File: config.mk
export PLATFORM = sky130hd
export DESIGN_NAME = sca_ctrl
export DESIGN_NICKNAME = d
export VERILOG_FILES = /design/src/rtl/size_class_slab_allocator_unit_defines.svh /design/src/rtl/sca_pkg.sv /design/src/rtl/sca_ctrl.sv
export SDC_FILE = /design/constraint.sdc
export NUM_CORES = 1
export LEC_CHECK = 0
export BUFFER_PORTS_ARGS = -buffer_cell sky130_fd_sc_hd__buf_2
export CORE_AREA = 2 2 39 41
export DETAILED_ROUTE_END_ITERATION = 10
export DIE_AREA = 0 0 41 43
export HOLD_SLACK_MARGIN = 0.03
export SETUP_SLACK_MARGIN = 0.02
export SLEW_MARGIN = 20
export SYNTH_ARGS = -nofsm -noshare
export SYNTH_HDL_FRONTEND = slang
export SYNTH_SLANG_ARGS = --single-unit
File: constraint.sdc
create_clock -name clk -period 1.2 [get_ports clk]
set_input_delay 0.36 -clock clk [delete_from_list [all_inputs] [get_ports clk]]
set_output_delay 0.36 -clock clk [all_outputs]
set_load 0.005 [all_outputs]
File: src/rtl/size_class_slab_allocator_unit_defines.svh
// ----------------------------------------------------------------------------
// Slab allocator assertion macros
// Shared assertion wrappers; empty when SYNTH is defined.
// ----------------------------------------------------------------------------
`ifndef SIZE_CLASS_SLAB_ALLOCATOR_UNIT_DEFINES_SVH
`define SIZE_CLASS_SLAB_ALLOCATOR_UNIT_DEFINES_SVH

`ifndef SYNTH
// clocked check, off during reset
`define SCA_ASSERT(name, prop, msg) \
  name: assert property (@(posedge clk) disable iff (!rst_n) prop) else $error(msg);
// clocked check, live during reset as well
`define SCA_ASSERT_ALWAYS(name, prop, msg) \
  name: assert property (@(posedge clk) prop) else $error(msg);
`else
`define SCA_ASSERT(name, prop, msg)
`define SCA_ASSERT_ALWAYS(name, prop, msg)
`endif

`endif

File: src/rtl/sca_pkg.sv
// ----------------------------------------------------------------------------
// Slab allocator package
// Field widths, size class table, status codes, FSM states and the
// command/status bundles between controller and datapath.
// ----------------------------------------------------------------------------
package sca_pkg;

  localparam int ADDR_W          = 18;
  localparam int SIZE_W          = 12;
  localparam int PAGE_W          = 6;
  localparam int CLASS_W         = 4;
  localparam int STATUS_W        = 2;
  localparam int LINK_AW         = 15;
  localparam int LINK_DEPTH      = 32768;
  localparam int LINK_SHIFT      = 3;
  localparam int CLASS_MAX       = 10;
  localparam int SLOT_BYTES_W    = 11;
  localparam int CLASS_BYTES_MAX = 1024;

  typedef logic [ADDR_W-1:0]       addr_t;
  typedef logic [SLOT_BYTES_W-1:0] slot_bytes_t;

  // slot size of each class, smallest first
  localparam slot_bytes_t CLASS_BYTES [CLASS_MAX] = '{
    11'd8, 11'd16, 11'd24, 11'd32, 11'd48,
    11'd64, 11'd128, 11'd256, 11'd512, 11'd1024
  };

  localparam logic KIND_ALLOC = 1'b0;
  localparam logic KIND_FREE  = 1'b1;

  localparam logic [STATUS_W-1:0] STAT_DONE      = 2'd0;
  localparam logic [STATUS_W-1:0] STAT_NO_FIT    = 2'd1;
  localparam logic [STATUS_W-1:0] STAT_NULL_FREE = 2'd2;

  typedef enum logic [1:0] {
    ST_IDLE,
    ST_EXEC,
    ST_CARVE,
    ST_POP
  } sca_state_t;

  // controller -> datapath
  typedef struct packed {
    logic load_in;      // capture request fields
    logic rd_link;      // read link word of current head
    logic wr_free;      // push free address onto class list
    logic carve_start;  // begin carving the fresh page
    logic carve_step;   // write one slot link of the page
    logic pop;          // head takes the link word just read
    logic load_out;     // capture result fields
  } sca_cmd_t;

  // datapath -> controller
  typedef struct packed {
    logic fits;
    logic is_free;
    logic addr_null;
    logic head_empty;
    logic carve_last;
  } sca_sts_t;

endpackage

File: src/rtl/sca_ctrl.sv
// ----------------------------------------------------------------------------
// Slab allocator controller
// Sequences request capture, page carving, link access and result load.
// ----------------------------------------------------------------------------
module sca_ctrl
  import sca_pkg::*;
(
  input  logic     clk,
  input  logic     rst_n,
  input  logic     in_valid,
  output logic     in_ready,
  output logic     out_valid,
  input  logic     out_ready,
  input  sca_sts_t sts,
  output sca_cmd_t cmd
);

  sca_state_t state_r, state_nxt;
  logic       out_valid_r, out_valid_nxt;
  logic       out_free;

  // state and result-valid registers
  always_ff @(posedge clk) begin
    if (!rst_n) begin
      state_r     <= ST_IDLE;
      out_valid_r <= 1'b0;
    end else begin
      state_r     <= state_nxt;
      out_valid_r <= out_valid_nxt;
    end
  end

  // result register can take a new value
  assign out_free = !out_valid_r || out_ready;

  // next state and commands
  always_comb begin
    state_nxt = state_r;
    cmd       = '0;
    in_ready  = 1'b0;
    case (state_r)
      ST_IDLE: begin
        in_ready = 1'b1;
        if (in_valid) begin
          cmd.load_in = 1'b1;
          state_nxt   = ST_EXEC;
        end
      end
      ST_EXEC: begin
        if (sts.fits && !sts.is_free) begin
          if (sts.head_empty) begin
            cmd.carve_start = 1'b1;
            state_nxt       = ST_CARVE;
          end else begin
            cmd.rd_link = 1'b1;
            state_nxt   = ST_POP;
          end
        end else if (out_free) begin
          // free, null free or no fitting class: finish now
          cmd.wr_free  = sts.fits && sts.is_free && !sts.addr_null;
          cmd.load_out = 1'b1;
          in_ready     = 1'b1;
          cmd.load_in  = in_valid;
          state_nxt    = in_valid ? ST_EXEC : ST_IDLE;
        end
      end
      ST_CARVE: begin
        cmd.carve_step = 1'b1;
        if (sts.carve_last) begin
          state_nxt = ST_EXEC;
        end
      end
      ST_POP: begin
        if (out_free) begin
          cmd.pop      = 1'b1;
          cmd.load_out = 1'b1;
          in_ready     = 1'b1;
          cmd.load_in  = in_valid;
          state_nxt    = in_valid ? ST_EXEC : ST_IDLE;
        end
      end
      default: begin
        state_nxt = ST_IDLE;
      end
    endcase
  end

  // result valid: set on load, cleared on transfer
  always_comb begin
    out_valid_nxt = out_valid_r;
    if (out_ready) begin
      out_valid_nxt = 1'b0;
    end
    if (cmd.load_out) begin
      out_valid_nxt = 1'b1;
    end
  end

  assign out_valid = out_valid_r;

endmodule

==> results of run 1 <==
==> cell usage after synthesis, drive strengths merged <==
library cell | count | area, um2
nand2 | 2 | 7.51
nor3b | 1 | 18.8
o22ai | 1 | 6.26
nor2 | 3 | 11.3
a21boi | 1 | 7.51
nor3 | 1 | 10.0
mux2 | 1 | 11.3
buf | 2 | 12.5
a21oi | 2 | 10.0
nor2b | 3 | 18.8
dfxtp | 3 | 60.1
nor4b | 1 | 8.76
nand4bb | 1 | 11.3
and3 | 2 | 12.5
nand2b | 2 | 12.5
and3b | 1 | 8.76
o21ai | 3 | 15.0
==> state kept, by name, summed over array words and instances (netlist names) <==
signal / cells
out_valid: 1
state_r: 2
==> worst min-delay path, delay by kind of cell <==
family                 cells  cell delay [ns]
AND/OR/NAND/NOR            1             0.04
buffers and inverters      1             0.12
AO/OA/AOI/OAI              1             0.06
==> where the power goes <==
part,switching (mW),internal [mW]
Sequential,0.0132,0.111
Combinational,0.0524,0.0832
Clock,0.0551,0.125
Total,0.121,0.318
==> stage by stage <==
| step | setup TNS (ns) | hold WS, ns |
|---|---|---|
| floorplan | -0.0616 | 0.459 |
| global placement | -1.32 | 0.581 |
| detailed placement | -1.46 | 0.593 |
| CTS | -2.31 | 0.375 |
| global route | -2.85 | 0.373 |
| finish | -2.26 | 0.374 |
==> cells by family (layout without fill, tap and decap cells) <==
group           Yosys count  count (layout)  share of synthesized area (%)
mux                       1               1                           4.64
compound gates            7               7                           16.0
buf+inv                   2              32                           5.15
flops                     3               3                           24.7
simple gates             17              17                           49.5
==> layout make-up <==
cell class	instances	area, um2
Clock buffer	4	26.3
Timing Repair Buffer	28	171
Sequential cell	3	65.1
Fill cell	155	927
Tap cell	16	20.0
Multi-Input combinational cell	25	174
==> layer usage <==
layer	global-route usage, %	share of wire (%)
met3	7.85	9.9
met1	11.5	46
met5	0	0
met2	12.2	44
met4	6.00	0
==> worst max-delay path by stage <==
stage	cells past startpoint	endpoint	from	slack (ns)
global route	4	cmd[6]	state_r[1]$_SDFFE_PN0P_	-0.44
finish	4	cmd[6]	state_r[1]$_SDFFE_PN0P_	-0.37
CTS	4	cmd[6]	state_r[1]$_SDFFE_PN0P_	-0.39
floorplan	3	cmd[6]	sts[3]	-0.03
global placement	5	cmd[6]	sts[3]	-0.27
detailed placement	5	cmd[6]	sts[3]	-0.31
==> repair_timing <==
action / 4_1_cts / 5_1_grt
setup endpoints to repair: 8 / 9
gates cloned: 0 / 0
setup buffers: 1 / 2
resized for setup: 2 / 2
pin swaps: 3 / 1
==> impl_results.md, run 1 <==
* Run status: complete, but fails checks
* Failing checks: negative setup slack
* H-tree depth at 1
* Initial core utilization at about 18%
* Actual slew at the worst max-slew pin at 0.341 ns
* Fmax achieved at 0.637 GHz
* Kind of critical path: reg2out
* Final GP Congestion at 0.775
* Die Span X at 41 um
* Part of the cycle the worst path needs at 131%
* First-pass GRT wire length at 1.09 mm
* Vias in the first global route at ~280
* Setup ws final at -0.371 ns
* Synth Register Bits at 3
* YS warnings at 0
* Pin count of the biggest net entering global routing at 11
* Worst min path class: in2reg
* Fin. Hold Viols at 0
* Largest delay share family, worst path: simple AND/OR/NAND/NOR gates
* Layout cell share with drive strength beyond 1 at roughly three fifths
* TritonCTS clock tree: yes
* Placed cell areas at ~400 um2
* Die ar. at approximately 1800 um2
* Port buffer count at 17
* Core area at approximately 1400 um2
* Slew HR at between 70% and 80%
* RR Endpoint: state_r[0]$_SDFFE_PN0P_
* Final Non-Filler Cells at 76
* Clock skew at between 0.0015 and 0.002 ns
* Grt total ovfl at 0
* Worst flop-to-flop path startpoint: state_r[1]$_SDFFE_PN0P_
* # hold bufs at CTS at 0
* Die Y-Extent at around 43 um
* First-pass DRT Iterations at 4
* Hold Path Stages at 3
* Post-Syn Area at 243 um2
* Crit start category: flop
* Yosys cell types at 19
* R2R setup slack at -0.04 ns
* N_diodes at 0
* DR DRC count at 0
* Worst Hold End: state_r[0]$_SDFFE_PN0P_
* Maximum vdd ir drop at approximately 0.73 mV
* Critical Path, Cell by Cell: nor3b_4, o21ai_1, and3b_1, buf_2
* Hold_sp: rst_n
* Post-DRT Antenna Nets at 0
* Num ports at 18
* Buffers & Inverters on Critical Path at 1
* CTS Buf Count at 3
* # nets final at 70
* Syn nets at 39
* P_leak at roughly 0.23 nW
* Req. time, crit path at about 0.84 ns
* Via density at approximately 4
* Worst-Skew Late Latency at 0.23 ns
* Clock buffer depth at 2
* DP Wirelength at 502 um
* Pwr Density at 962 nW/um2
* Syn Area/Cell at 8.09 um2
* Final Cell Area at ~460 um2
* Layout area overhead at 88.1%
* Mapped Cells at 30
* Total GRT Usage at 9.92%
* Clk root buf: clkbuf_4
* Endpoint class of the critical path: primary output
* Post-layout minimum cycle time at about 1.6 ns
* Delay of the slowest cell on the worst path at around 0.34 ns
* Via count at about 310
* Final WL at between 600 and 700 um
* Clock sinks at 3
* Initial antenna violation count at 0
* Placed Instances at 69
* Leading cell type in the layout, fill and taps excluded: buf_2
* # setup viols final at 9
* Rows at 14
* Register area share after synthesis at 24.7%
* RSZ-0062 raised after global routing: true
* Crit-path slowest cell: dfxtp_4
* Place WS at -0.312 ns
* Worst-path fanout max at 6
* Routed WL per cell at 8.87 um
* Max-cap viol count at 0
* Most frequent cells in the layout: 17 x buf_2, 10 x buf_4, 3 x nor2_1, 3 x nor2b_1, 3 x clkbuf_4
* Worst Reg-to-Reg Cells at 5
* Clk slew on worst S/H paths at around 0.040 ns
* Power after layout at 439 uW
* Slew Limit Fails at 0
* CP Data Arrival Time at about 1.2 ns
* Starting DRT DRC Count at 3
* Util after Layout at 33.0%
No activity file was read; power rests on OpenSTA's default activity.
==> run 2, diff against run 1 <==
CTS_BUF_LIST = sky130_fd_sc_hd__clkbuf_16   (was unset)
SKIP_CTS_REPAIR_TIMING = 1   (was unset)
==> run 2 against run 1 <==
  * The run still ends with negative setup slack left
  * Die area unchanged
  * Via count fell by 3.5%
  * Sequential power is 5% higher
  * Largest cell class unchanged
==> impl_results.md, run 2 (synthesis gave the netlist of run 1 again) <==
* DR DRC count at 0
* RSZ-0062 raised after global routing: true
* Die Span X at ~41 um
* Placed cell areas at 397 um2
* Switch share at between 15 and 20%
* Pwr Density at between 1500 and 2000 nW/um2
* Most flop-heavy register: state_r
* Final Cell Area at between 500 and 600 um2
* Clock skew at between 0.002 and 0.0025 ns
* Layout cell share with drive strength beyond 1 at between 60% and 70%
* Num ports at 18
* Clock network power share at between 60% and 70%
* Leading cell type in the layout, fill and taps excluded: buf_2
* Final WL at 642 um
* Setup ws final at -0.373 ns
* DP Wirelength at roughly 500 um
* Sequential fraction of design power at between 10% and 20%
* Clock buffer depth at 2
* Failing checks: negative setup slack
* # setup viols final at 8
* Hold Worst Slack at 0.400 ns
* P_leak at between 0.2 and 0.3 nW
* R2R setup slack at around 0.050 ns
* Most frequent cells in the layout: 17 x buf_2, 9 x buf_4, 3 x nor2_1, 3 x clkbuf_16
* Die ar. at between 1500 and 2000 um2
* Slew Limit Fails at 0
* Max reg flops at 2
* Req. time, crit path at approximately 0.84 ns
* Fmax achieved at ~0.64 GHz
* Kind of critical path: reg2out
* Clock sinks at 3
* Pin count of the biggest net entering global routing at 11
* Maximum vdd ir drop at around 0.98 mV
* Worst-Skew Late Latency at 0.22 ns
* N_diodes at 0
* Part of the cycle the worst path needs at 131%
* Layout area overhead at 106%
* Via count at between 300 and 400
* Starting DRT DRC Count at 1
* Initial antenna violation count at 0
* Sw Pwr at between 100 and 150 uW
* Total GRT Usage at a little under a tenth
* Combinational share of power at 16.1%
* Run status: complete, but fails checks
* Rows at 14
* Setup crit end: cmd[6]
* Grt total ovfl at 0
* Worst min path class: in2reg
* Clk slew on worst S/H paths at ~0.030 ns
* Power after layout at roughly 770 uW
* Via density at between 4 and 5
* Core area at 1380 um2
* Worst flop-to-flop path startpoint: state_r[1]$_SDFFE_PN0P_
* H-tree depth at 1
* RR Endpoint: state_r[0]$_SDFFE_PN0P_
* Setup crit start: state_r[1]$_SDFFE_PN0P_
* Actual slew at the worst max-slew pin at around 0.34 ns
* Initial core utilization at around 18%
* TritonCTS clock tree: yes
* CTS Buf Count at 3
* Max-cap viol count at 0
* Fin. Hold Viols at 0
* Final GP Congestion at between 0.7 and 0.8
* Endpoint class of the critical path: primary output
* Die Y-Extent at between 40 and 50 um
* Worst-path fanout max at 6
* Place WS at -0.312 ns
* Clk root buf: clkbuf_16
* CP Data Arrival Time at 1.21 ns
* Worst Reg-to-Reg Cells at 4
* Routed WL per cell at 8.68 um
* First-pass DRT Iterations at 2
* Int Pwr at 618 uW
* # nets final at 68
* Post-DRT Antenna Nets at 0
* Post-layout minimum cycle time at 1.57 ns
* Port buffer count at 17
* Util after Layout at between 30% and 40%
* Hold_sp: rst_n
* Crit start category: flop
* Slew HR at around 77%
* First-pass GRT wire length at 1.07 mm
* Vias in the first global route at about 270
[run 2: critical path, stage by stage (launching register included)]
cell and delay [ns]:
dfxtp_2 0.34, nor3b_4 0.29, o21ai_1 0.09, and3b_1 0.16
buf_2 0.12
[run 2: cell type report]
cell class	instances	area (um2)
Fill cell	150	883
Multi-Input combinational cell	25	183
Timing Repair Buffer	26	153
Clock buffer	3	75.1
Sequential cell	3	66.3
Tap cell	16	20.0
Clock inverter	1	3.75
[run 2: how the worst min path moves through the flow]
stage / end / cells after the start / slack (ns)
detailed placement: out_valid$_SDFFE_PN0P_ / 2 / 0.59
CTS: state_r[1]$_SDFFE_PN0P_ / 3 / 0.40
global placement: out_valid$_SDFFE_PN0P_ / 2 / 0.58
floorplan: out_valid$_SDFFE_PN0P_ / 2 / 0.46
finish: state_r[1]$_SDFFE_PN0P_ / 3 / 0.40
global route: out_valid$_SDFFE_PN0P_ / 2 / 0.42
[run 2: through the flow]
| step | cells | TNS (ns) |
|---|---|---|
| 6_report | 74 | -1.78 |
| 5_1_grt | 74 | -2.30 |
| 4_1_cts | 73 | -2.17 |
| 3_5_place_dp | 69 | -1.46 |
| 3_3_place_gp | 69 | -1.32 |
| 2_1_floorplan | 30 | -0.0616 |
[run 2: per-layer routing]
metal,global-route usage (%),share of wire (%)
met1,11.2,49
met2,11.9,41
met3,7.85,9.7
met4,4.00,0
met5,0,0
[run 2: power groups by stage]
stage	registers, mW	logic [mW]	clock network [mW]
after CTS	0.127	0.119	0.529
after floorplan	0.121	0.0637	0
after global placement	0.127	0.118	0
after detailed placement	0.128	0.119	0
after global routing	0.134	0.139	0.539
final	0.130	0.124	0.513
